<file path="config.mk">
export PLATFORM = sky130hd
export DESIGN_NAME = vns_fade
export DESIGN_NICKNAME = d
export VERILOG_FILES = /design/src/design/vns_pkg.sv /design/src/design/vns_fade.sv
export SDC_FILE = /design/constraint.sdc
export NUM_CORES = 2
export LEC_CHECK = 0
export BUFFER_PORTS_ARGS = -buffer_cell sky130_fd_sc_hd__buf_2
export CAP_MARGIN = 20
export CORE_ASPECT_RATIO = 0.8
export CORE_UTILIZATION = 55
export CTS_BUF_LIST = sky130_fd_sc_hd__clkbuf_8
export DETAILED_ROUTE_END_ITERATION = 8
export PLACE_DENSITY = 0.81
export SETUP_SLACK_MARGIN = 0.02
export SLEW_MARGIN = 20
export SYNTH_ARGS = -nofsm -noshare
export SYNTH_HDL_FRONTEND = slang
export SYNTH_SLANG_ARGS = --single-unit
</file>
<file path="constraint.sdc">
create_clock -name clock -period 8.25 [get_ports clock]
set_clock_uncertainty 0.1 [all_clocks]
set_input_delay 0.4125 -clock clock [delete_from_list [all_inputs] [get_ports clock]]
set_output_delay 0.4125 -clock clock [all_outputs]
set_load 0.01 [all_outputs]
</file>
<file path="src/design/vns_pkg.sv">
package vns_pkg;

   localparam int CoordBits = 32;
   localparam int FracBits  = 16;
   localparam int ValueBits = 24;
   localparam int IdxBits   = CoordBits - FracBits;

   localparam logic [31:0] MulX = 32'h27D4EB2D;
   localparam logic [31:0] MulY = 32'h9E3779B9;
   localparam logic [31:0] MulZ = 32'h165667B1;
   localparam logic [31:0] FinA = 32'h85EBCA6B;
   localparam logic [31:0] FinB = 32'hC2B2AE35;

   typedef logic [FracBits-1:0]  frac_type;
   typedef logic [ValueBits-1:0] value_type;

   typedef struct packed {
      logic [31:0] hx0;
      logic [31:0] hx1;
      logic [31:0] hy0;
      logic [31:0] hy1;
      logic [31:0] hz0;
      logic [31:0] hz1;
   } axis_hash_type;

   typedef struct packed {
      frac_type fx;
      frac_type fy;
      frac_type fz;
   } frac3_type;

   // blend of two values, weight in q0.f
   function automatic value_type blend(input value_type a, input value_type b,
                                       input frac_type w);
      logic [ValueBits+FracBits:0] s;
      s = {1'b0, a} * ({1'b1, {FracBits{1'b0}}} - {1'b0, w}) + {1'b0, b} * {1'b0, w};
      return s[ValueBits+FracBits-1:FracBits];
   endfunction

endpackage

</file>
<file path="src/design/vns_fade.sv">
module vns_fade (
   input  logic              clock,
   input  logic              en,
   input  vns_pkg::frac_type t,
   output vns_pkg::frac_type fade
);
   import vns_pkg::*;

   localparam int OneVal = 1 << FracBits;

   logic [FracBits-1:0]   t_ff,  t2_ff, t3_ff;
   logic [FracBits+3:0]   p_ff;
   logic [FracBits+3:0]   p_in;
   logic [2*FracBits-1:0] sq_in, cu_in;
   logic [2*FracBits+3:0] f_in;
   logic [FracBits-1:0]   fade_ff;

   assign sq_in = t * t;
   assign cu_in = t2_ff * t_ff;
   assign p_in  = (FracBits+4)'(6 * int'(t2_ff) + 10 * OneVal - 15 * int'(t_ff));
   assign f_in  = t3_ff * p_ff;

   always_ff @(posedge clock) begin
      if (en) begin
         t_ff    <= t;
         t2_ff   <= sq_in[2*FracBits-1:FracBits];
         t3_ff   <= cu_in[2*FracBits-1:FracBits];
         p_ff    <= p_in;
         fade_ff <= f_in[2*FracBits-1:FracBits];
      end
   end

   assign fade = fade_ff;

endmodule

</file>
After elaboration in Yosys (flattened, before gate mapping)
Cells that the tools add are included.

Logic and storage cells: 12. Register bits: 84. Output and inout port bits: 16. Bits of input ports: 18.

Add/subtract/negate cells: 2. Multipliers: 5.

Operators with widths (count): $mul 16x16->32 (2); $mul 16x20->32 (1); $add 19x20->20 const B (1); $mul 4x16->20 const A (1); $sub 20x20->20 (1); $mul 2x16->18 const A (1).

Depth between registers and ports, before layout
Depth in word-level cells: 3. Depth in mapped cells: 25.

Worst setup path before layout
Ideal clock, no wire load.

Kind: reg2reg. Start point: register t_ff[8]. End point: register t3_ff[14] (data pin). Clock period less this slack: 6.141 ns. Cell stages (with the launch flop): 24. Library setup time: 0.258 ns. Path slack: 2.109 ns. Data required time: 7.892 ns. Path buffers: 1. Arrival: 5.783 ns. Cell sequence: edfxtp_1 -> clkbuf_1 -> nand2_1 -> fa_1 -> inv_1 -> fa_1 -> inv_1 -> fa_1 -> inv_1 -> fa_1 -> fa_1 -> inv_1 -> fa_1 -> inv_1 -> ha_1 -> a21oi_1 -> o2111ai_1 -> a21o_1 -> o2111a_1 -> o211ai_1 -> a21oi_1 -> nor3_2 -> o21ba_1 -> xnor2_1.

Word-level cells in the longest chain between the ends: 1.

RTL lines: from (decl) (line vns_fade.sv:11) `logic [FracBits-1:0] t_ff, t2_ff, t3_ff;`; from (signal assigned) (line vns_fade.sv:25) `t_ff <= t;`; $mul 16x16->32 (line vns_fade.sv:19) `assign cu_in = t2_ff * t_ff;`; net cu_in[30] (line vns_fade.sv:14) `logic [2*FracBits-1:0] sq_in, cu_in;`; to (signal assigned) (line vns_fade.sv:27) `t3_ff <= cu_in[2*FracBits-1:FracBits];`; to (decl) (line vns_fade.sv:11).

The timed path passes the listed nets, and every way through them passes these cells. A chain may end at the register's enable or synchronous reset.

Final worst setup path
Start point: register t_ff[7]. End point: register t3_ff[14] (data pin).

The elaborated chain is that of the path after synthesis.

==> qor.yml <==
global_route:
  antenna_found_initial: 0
  grt.overflow.total: 0
  grt_pass1_vias: 21600
  grt_pass1_wl_mm: 106
  grt_usage_pct: 24.3
  grt_max_degree: 80
placed_design:
  portBuffers: 33
  gp_congestion: 0.890
  dp_hpwl_mm: 50.2
floorplan:
  die_y_um: 209
  floorplan.initialDensity_pct: 55.8
  fp.dieArea_um2: 54400
  ios: 34
  core_um2: 52600
  row_count: 75
  die_w_um: 260
layout:
  area_delta_synth_final_pct: 2.97
  nFillCells: 4427
  nets: 4046
  layout-drive-gt1-share_pct: 2.79
drt:
  drt_iter0_markers: 1236
  vias: 19800
  drt-total-wl_mm: 61.0
  firstDrtPassIters: 9
  avgViaCountPerCell: 5.30
  drc: 10
  final_antenna_net_count: 0
  routedWlPerCell_um: 16.3
setup_path:
  required_ps: 8330
  cp_max_fo: 20
  cp-endpoint: "t3_ff[14]"
  critical_path.startpoint_type: "register"
  setup.worst_path.end_class: "register"
  ff2ff_setup_slack_ps: 1470
  cp-startpoint: "t_ff[7]"
  timing.rr.end: "t3_ff[14]"
  critPathKind: "register to register"
  reg2regPathDepth: 22
  cp.arrival_ps: 6860
  r2r_start: "t_ff[7]"
logic_synthesis:
  seq_area_frac_synth_pct: 8.58
  yosys_most_used_dff: "edfxtp_1"
  syn_inst: 3091
  avgSynthCellArea_um2: 9.51
  synth_area_leaders: "fa_1 (44%), ha_1 (15%), inv_1 (10%)"
  ys.warnings.count: 0
  synth_top_cell_area_share_pct: 44.0
  postSynth.asyncResetShare_pct: 0
  synthTopCellsByCount: "inv_1 (807), fa_1 (646), nand2_1 (387)"
  ys_types: 67
  synth-seq-cells: 84
  synth_edf_count: 84
  yosysTopAreaCell: "fa_1"
  syn-num-nets: 4098
  synth_most_common_cell: "inv_1"
  syn-cell-area_um2: 29400
timing:
  finalHoldViolCount: 0
  max_slew_margin_pct: 27.9
  max_freq_mhz: 147
  setup_viol_count_final: 0
  tightest_slew_ps: 1080
  layout_min_cycle_time_ps: 6780
  rsz0062_at_grt: "false"
  setup_tns_ps: 0
  drv_slew: 0
  period_share_pct: 82.2
clock_network:
  cts_tree: "yes"
  cts_buffers: 9
  numClockSinks: 84
  cts_max_level: 3
  hold_buffers: 0
  cts_setup_buffers: 0
  ctsResizeCount: 0
  cts.clk_slew.worst_paths_ps: 100
  clockBufferDepth: 2
  clockRootBuffer: "clkbuf_8"
  clk_latency_ps: 410
run_status:
  violations: "design-rule violations"
  outcome: "finished with violations"
hold_path:
  hp-class: "input port to register"
flow_run:
  drv_cap: 0
[cell usage in the layout (no fill, tap or decap), types with 3 or more instances in the layout]
cell,count
xor2_1,26
fa_1,646
ha_1,343
a21oi_1,43
a21o_1,27
o2111ai_1,4
a211oi_1,7
o21a_1,12
a21oi_2,7
clkbuf_8,9
and3_1,4
nand3_1,22
xnor2_1,65
a211o_1,3
nor3_1,15
nand4_1,10
o21ai_1,6
o21bai_1,7
edfxtp_1,84
nand2b_1,8
buf_2,32
and2_1,306
a31oi_2,3
nor2_1,72
nor2b_1,11
o21ai_0,15
or2_2,4
o211ai_1,3
nand2_1,387
inv_6,3
buf_4,5
inv_1,807
[worst min path at each step]
stage,slack [ps],startpoint,cells after the start,end
after floorplan,410,t[0],0,t_ff[0]
after global placement,570,en,1,fade[0]
after detailed placement,580,en,1,fade[0]
after CTS,130,en,1,fade[0]
after global routing,130,en,1,fade[0]
final,160,en,1,fade[0]
[flip-flops by register name (all words and copies together), names as in the netlist]
name   count
t3_ff     16
fade      16
p_ff      20
t_ff      16
t2_ff     16
[layout make-up]
cell class	instances	area, um2	area share (%)
repair buffers	37	198	0.653
inverters	807	3030	10.0
clock buffers	9	124	0.409
flip-flops and latches	84	2520	8.33
diodes	1	2.50	0.00827
clock inverters	7	72.6	0.240
well taps	693	867	2.86
multi-input cells	2100	23500	77.5
[worst max-delay path, cell delays in order (launching register included)]
cell and delay (ps):
edfxtp_1 920, nand2_1 180, fa_1 570, inv_1 50
fa_1 490, inv_1 50, fa_1 520, inv_1 50
fa_1 470, fa_1 490, inv_1 50, fa_1 470
inv_1 40, ha_1 300, a21oi_1 200, o2111ai_1 140
a21o_1 210, o2111a_1 280, o211ai_1 300, a21oi_1 170
nor3_2 240, o21ba_1 170, xnor2_1 60
[cells by family after synthesis]
kind of cell / after synthesis / share of synthesized area (%)
and+or+nand+nor: 850 / 14.1
DFF: 84 / 8.58
xor gates and xnor gates: 91 / 2.71
adders and majority gates: 989 / 58.6
AOI/OAI and AO/OA: 168 / 4.28
buffers and inverters: 907 / 11.6
muxes: 2 / 0.0724
[stage by stage]
stage / setup slack, ps / utilization [%] / std cells / cell area (um2) / hold WS [ps]
after floorplan: 2110 / - / 3091 / 29400 / 411
after global placement: 1640 / 57.1 / 3721 / 30100 / 573
after detailed placement: 1490 / 57.1 / 3721 / 30100 / 579
after CTS: 1510 / 57.5 / 3737 / 30300 / 128
after global routing: 1090 / 57.5 / 3737 / 30300 / 132
final: 1470 / 57.5 / 3738 / 30300 / 160
[per-layer routing]
metal / track usage, % / routed length, um
met1: 33.9 / 26500
met5: 0 / 0
met4: 5.46 / 1010
met3: 4.82 / 5020
met2: 39.4 / 28400
Power is left out: the tool's default activity adds up to more than one toggle a clock period on the data nets, which glitch-free logic cannot reach.
