## src/design/vns_pkg.sv

```systemverilog
package vns_pkg;

   localparam int CoordBits = 32;
   localparam int FracBits  = 16;
   localparam int ValueBits = 24;
   localparam int IdxBits   = CoordBits - FracBits;

   localparam logic [31:0] MulX = 32'h27D4EB2D;
   localparam logic [31:0] MulY = 32'h9E3779B9;
   localparam logic [31:0] MulZ = 32'h165667B1;
   localparam logic [31:0] FinA = 32'h85EBCA6B;
   localparam logic [31:0] FinB = 32'hC2B2AE35;

   typedef logic [FracBits-1:0]  frac_type;
   typedef logic [ValueBits-1:0] value_type;

   typedef struct packed {
      logic [31:0] hx0;
      logic [31:0] hx1;
      logic [31:0] hy0;
      logic [31:0] hy1;
      logic [31:0] hz0;
      logic [31:0] hz1;
   } axis_hash_type;

   typedef struct packed {
      frac_type fx;
      frac_type fy;
      frac_type fz;
   } frac3_type;

   // blend of two values, weight in q0.f
   function automatic value_type blend(input value_type a, input value_type b,
                                       input frac_type w);
      logic [ValueBits+FracBits:0] s;
      s = {1'b0, a} * ({1'b1, {FracBits{1'b0}}} - {1'b0, w}) + {1'b0, b} * {1'b0, w};
      return s[ValueBits+FracBits-1:FracBits];
   endfunction

endpackage

```

## src/design/vns_corner.sv

```systemverilog
module vns_corner (
   input  logic               clock,
   input  logic               en,
   input  logic [31:0]        seed,
   input  logic [31:0]        hx,
   input  logic [31:0]        hy,
   input  logic [31:0]        hz,
   output vns_pkg::value_type value
);
   import vns_pkg::*;

   logic [31:0] h0_ff, h1_ff, h2_ff;
   logic [31:0] h0_in, h1_in, h2_in;

   assign h0_in = (seed ^ hx ^ hy ^ hz);
   assign h1_in = (h0_ff ^ (h0_ff >> 15)) * FinA;
   assign h2_in = (h1_ff ^ (h1_ff >> 13)) * FinB;

   always_ff @(posedge clock) begin
      if (en) begin
         h0_ff <= h0_in;
         h1_ff <= h1_in;
         h2_ff <= h2_in;
      end
   end

   logic [31:0] hf;
   assign hf    = h2_ff ^ (h2_ff >> 16);
   assign value = hf[31 -: ValueBits];

endmodule

```

## config.mk

```make
export PLATFORM = sky130hd
export DESIGN_NAME = vns_corner
export DESIGN_NICKNAME = d
export VERILOG_FILES = /design/src/design/vns_pkg.sv /design/src/design/vns_corner.sv
export SDC_FILE = /design/constraint.sdc
export NUM_CORES = 1
export LEC_CHECK = 0
export BUFFER_PORTS_ARGS = -buffer_cell sky130_fd_sc_hd__buf_4
export CORE_UTILIZATION = 64
export CTS_CLUSTER_SIZE = 14
export DETAILED_ROUTE_END_ITERATION = 7
export GPL_TIMING_DRIVEN = 1
export PLACE_DENSITY = 0.81
export SLEW_MARGIN = 15
export SYNTH_ARGS = -nofsm -noshare
export SYNTH_HDL_FRONTEND = slang
export SYNTH_SLANG_ARGS = --single-unit
export TNS_END_PERCENT = 30
```

## constraint.sdc

```tcl
create_clock -name clock -period 21 [get_ports clock]
set_input_delay 5.25 -clock clock [delete_from_list [all_inputs] [get_ports clock]]
set_output_delay 5.25 -clock clock [all_outputs]
set_load 0.01 [all_outputs]
```

; ---- After elaboration in Yosys (flattened, before gate mapping)
; Cells that the tools add are included.
[totals]
regBits = 96
wordCells = 11
[classes]
n_mul = 2
n_bitwise = 6
[ops]
columns = cell, count
row1 = 32-bit bitwise XOR, 3
row2 = 32-bit by 31-bit multiplier with 32-bit output (second input constant), 1
row3 = 32-bit by 32-bit multiplier with 32-bit output (second input constant), 1
row4 = 32-bit by 16-bit bitwise XOR with 32-bit output, 1
row5 = 32-bit by 17-bit bitwise XOR with 32-bit output, 1
row6 = 32-bit by 19-bit bitwise XOR with 32-bit output, 1

; ---- Depth between registers and ports, before layout
[depth]
depth_word = 3
depth_mapped = 27
depth_no_buf = 27

; ---- Least setup slack after synthesis
; OpenSTA, ideal clock, no wires.
[synth_path]
path_type = register to register
startpoint = reg h0_ff[27]
endpoint = reg h1_ff[30], data pin
t_arrival_ns = 6.709
required_ns = 20.741
setup_slack_ns = 14.032
path_stages_with_launch = 24
path_buffers = 0
path_cell_list = edfxtp_1 xor2_1 ha_1 ha_1 fa_1 inv_1 fa_1 inv_1 fa_1 inv_1 fa_1 inv_1 fa_1 fa_1 ha_1 and3_1 o21ai_1 a21oi_1 a22o_1 or4_1 a21oi_1 o21ai_0 o21a_1 a211o_1
[synth_via]
elab_chain_cells = 2
[synth_rtl]
columns = element, line_no
row1 = from (decl), vns_corner.sv:12  ; logic [31:0] h0_ff, h1_ff, h2_ff;
row2 = from (signal assigned), vns_corner.sv:21  ; h0_ff <= h0_in;
row3 = 32-bit by 17-bit bitwise XOR with 32-bit output, vns_corner.sv:16  ; assign h1_in = (h0_ff ^ (h0_ff >> 15)) * FinA;
row4 = 32-bit by 32-bit multiplier with 32-bit output, vns_corner.sv:16
row5 = via h1_in[30], vns_corner.sv:13  ; logic [31:0] h0_in, h1_in, h2_in;
row6 = to (signal assigned), vns_corner.sv:22  ; h1_ff <= h1_in;
row7 = to (decl), vns_corner.sv:12
; The timed path passes the listed nets, and every way through them passes these cells.
; A chain may end at the register's enable or synchronous reset.

; ---- Worst setup path in the final report
[layout_path]
startpoint = reg h1_ff[19]
endpoint = reg h2_ff[31], data pin
[layout_via]
elab_chain_cells = 2
[layout_rtl]
columns = element, line_no
row1 = 32-bit by 19-bit bitwise XOR with 32-bit output, vns_corner.sv:17  ; assign h2_in = (h1_ff ^ (h1_ff >> 13)) * FinB;
row2 = 32-bit by 31-bit multiplier with 32-bit output, vns_corner.sv:17
row3 = via h2_in[31], vns_corner.sv:13
row4 = to (signal assigned), vns_corner.sv:23  ; h2_ff <= h2_in;
row5 = to (decl), vns_corner.sv:12
; The timed path passes the listed nets, and every way through them passes these cells.

==> impl_metrics.toml <==
[drt]
post_drt_via_cell_ratio = 5.32
wl_um = 56000
routedWlPerCell_um = 22.0
drc = 0
drt_iter0_drc = 636
firstDrtPassIters = 6
ant_nets = 0
vias = 13600

[clock_tree]
postCtsResizedCells = 0
cts_num_sinks = 88
cts_setup_buffers = 0
clkLatencyLatePin_ns = 0.39
cts_buffer_depth = 2
cts_made_buffers = 9
holdBufCountCts = 0
cts.clk_slew.worst_paths_ns = 0.08
cts_tree = "built"
cts-htree-levels = 3
clock_tree.root_cell = "clkbuf_16"

[synthesis]
synth-edff-count = 88
yosysSeqAreaShare_pct = 12.5
synth_cell_types = 46
ys_ff_latch = 88
synthesis.nets = 2839
yosys_warnings = 0
synth_flop_cell = "edfxtp_1"
synthCells = 1951
async_reset_ff_share_pct = 0
avgSynthCellArea_um2 = 10.8
syn_area_mm2 = 0.0211

[cells_and_area]
area_growth_pct = 9.09
diodes = 0
drive_above_1_share_pct = 8.58
nNetsFinal = 2992
instances_no_fill = 2551
n_fill_cell = 2463

[placed_design]
place.gp.congestion = 1.07
place_inst = 2535
dpl.hpwl_um = 51500
port_buffers = 153

[timing]
worst_pin_slew_ns = 1.28
max_freq_mhz = 120
finClkSkew_ns = 0.0112
slew_headroom_pct = 13.8
slew_viol_final = 0
fin_hold_ws_ns = 1.19
finalCriticalPeriod_ns = 8.37
rsz0062_at_grt = "false"
finalCritPeriodShare_pct = 39.8
finalSetupViolCount = 0
timing.setup.tns_ns = 0
hold_viol_final = 0

[hold_path]
holdPathEnd = "h1_ff[0]$_DFFE_PP_"
hold_path.class = "reg2reg"
min_delay_path_depth = 2
hold_path_startpoint = "h0_ff[0]$_DFFE_PP_"

[global_routing]
first_global_vias = 15400
grt_pass1_wl_um = 85900
antenna_found_initial = 0
grt_max_degree = 64
grt.met1_usage_pct = 35.1
use_met3_pct = 4.38
grt_overflow = 0
gr-usage-all-layers_pct = 36.0
busiest_layer = "met2"
met2_usage_pct = 66.2

[critical_path]
worstSetupStartpointType = "flop"
end_kind = "flop"
r2r_slack_ns = 12.63
worstPathArrival_ns = 8.49
worst_r2r_path_depth = 23
reg2reg_from = "h1_ff[19]$_DFFE_PP_"
cp_max_fo = 6
worstSetupPathType = "reg2reg"
crit_required_ns = 21.13
r2r-end = "h2_ff[31]$_DFFE_PP_"

[floorplan]
io_pins = 154
die_h_um = 183
die_area_mm2 = 0.0337
start_util_pct = 64.9
die-width_um = 183
rows = 66
core_region_area_mm2 = 0.0325

[flow_run]
maxCapViolations = 0

[status]
status = "completed"
-- synth_stat cells (all sizes together) (2+ instances only) --
library cell  instances  area share (%)
inv                 617              11
fa                  388              37
ha                  370              22
xnor2               175             7.3
xor2                 95             3.9
edfxtp               88              13
a21oi                35            0.88
nor2                 32            0.58
o21ai                20            0.49
a21o                 19            0.68
buf                  16            0.57
nand2                16            0.28
o21bai               12            0.43
o21a                  9            0.32
nand3                 8            0.19
nand4                 6            0.18
a211oi                5            0.18
nor2b                 5            0.15
nor3                  5            0.12
and2                  4            0.12
a211o                 2           0.083
and3                  2           0.059
nand2b                2           0.059
nor3b                 2           0.071
o41ai                 2            0.21
-- metrics by stage --
stage               setup WS, ns  area [um2]  utilization [%]
floorplan                  14.03       21100                -
global placement           12.83       22700             69.9
detailed placement         12.77       22700             69.9
CTS                        12.73       23000             70.8
global route               12.40       23000             70.8
finish                     12.63       23000             70.8
-- cells by family after synthesis --
kind of cell / count (synthesis) / synth area share [%]
and+or+nand+nor: 83 / 1.85
buffers and inverters: 633 / 11.6
DFF: 88 / 12.5
AOI/OAI and AO/OA: 119 / 4.01
xor gates and xnor gates: 270 / 11.2
adders and majority gates: 758 / 58.8
-- how the worst max path moves through the flow --
| stage | start | slack (ns) | end | depth (start not counted) |
|---|---|---|---|---|
| after CTS | h1_ff[19]$_DFFE_PP_ | 12.73 | h2_ff[31]$_DFFE_PP_ | 23 |
| after global routing | h1_ff[19]$_DFFE_PP_ | 12.40 | h2_ff[31]$_DFFE_PP_ | 23 |
| after detailed placement | h1_ff[19]$_DFFE_PP_ | 12.77 | h2_ff[31]$_DFFE_PP_ | 23 |
| after global placement | h1_ff[19]$_DFFE_PP_ | 12.83 | h2_ff[31]$_DFFE_PP_ | 23 |
| after floorplan | h0_ff[27]$_DFFE_PP_ | 14.03 | h1_ff[30]$_DFFE_PP_ | 23 |
| final | h1_ff[19]$_DFFE_PP_ | 12.63 | h2_ff[31]$_DFFE_PP_ | 23 |
-- cell usage in the layout (no fill, tap or decap), types with 2 or more instances in the layout --
cell / count
clkinv_4: 2
clkbuf_16: 9
nor2_1: 31
a211o_1: 2
nand2b_1: 2
nand2_1: 16
nor3_1: 5
xor2_1: 95
xnor2_1: 175
o21ai_0: 18
a21o_1: 19
nand4_1: 6
clkinv_1: 2
inv_1: 617
ha_1: 370
o21bai_1: 12
a21oi_1: 34
edfxtp_1: 88
fa_1: 388
buf_4: 158
and2_1: 4
nor2b_1: 5
and3_1: 2
o21a_1: 9
nand3_1: 8
nor3b_1: 2
a211oi_1: 5
-- per-layer routing --
| layer | vias up | part of all wire, % |
|---|---|---|
| met5 | - | 0 |
| met4 | 0 | 11 |
| met3 | 209 | 3.4 |
| met2 | 438 | 53 |
| met1 | 6730 | 33 |
| li1 | 6201 | - |
-- worst max-delay path, cell delays in order, from the launching register on --
cell,delay (ns)
edfxtp_1,0.56
xnor2_1,0.75
inv_1,0.30
ha_1,0.41
ha_1,0.35
a21oi_1,0.22
fa_1,0.49
fa_1,0.53
inv_1,0.06
fa_1,0.48
fa_1,0.56
inv_1,0.05
fa_1,0.35
inv_1,0.08
fa_1,0.43
ha_1,0.37
a21o_1,0.20
a21o_1,0.16
a21oi_1,0.38
o21ai_0,0.27
o41ai_4,0.50
nor2_2,0.11
a2111oi_4,0.36
xor2_1,0.10
-- cell type report --
type / instances / area [um2] / area share (%)
Sequential cell: 88 / 2640 / 11.5
Multi-Input combinational cell: 1230 / 16000 / 69.6
Clock inverter: 7 / 71.3 / 0.310
Inverter: 617 / 2320 / 10.1
Clock buffer: 9 / 225 / 0.980
Tap cell: 442 / 553 / 2.41
Timing Repair Buffer: 158 / 1190 / 5.16
-- registers in the layout, indices dropped and copies added (netlist names) --
| signal | count |
|---|---|
| h0_ff | 32 |
| h1_ff | 32 |
| h2_ff | 24 |
Power is not shown: default switching activity piles up to over one toggle a cycle in this logic, so the estimate is an artifact.
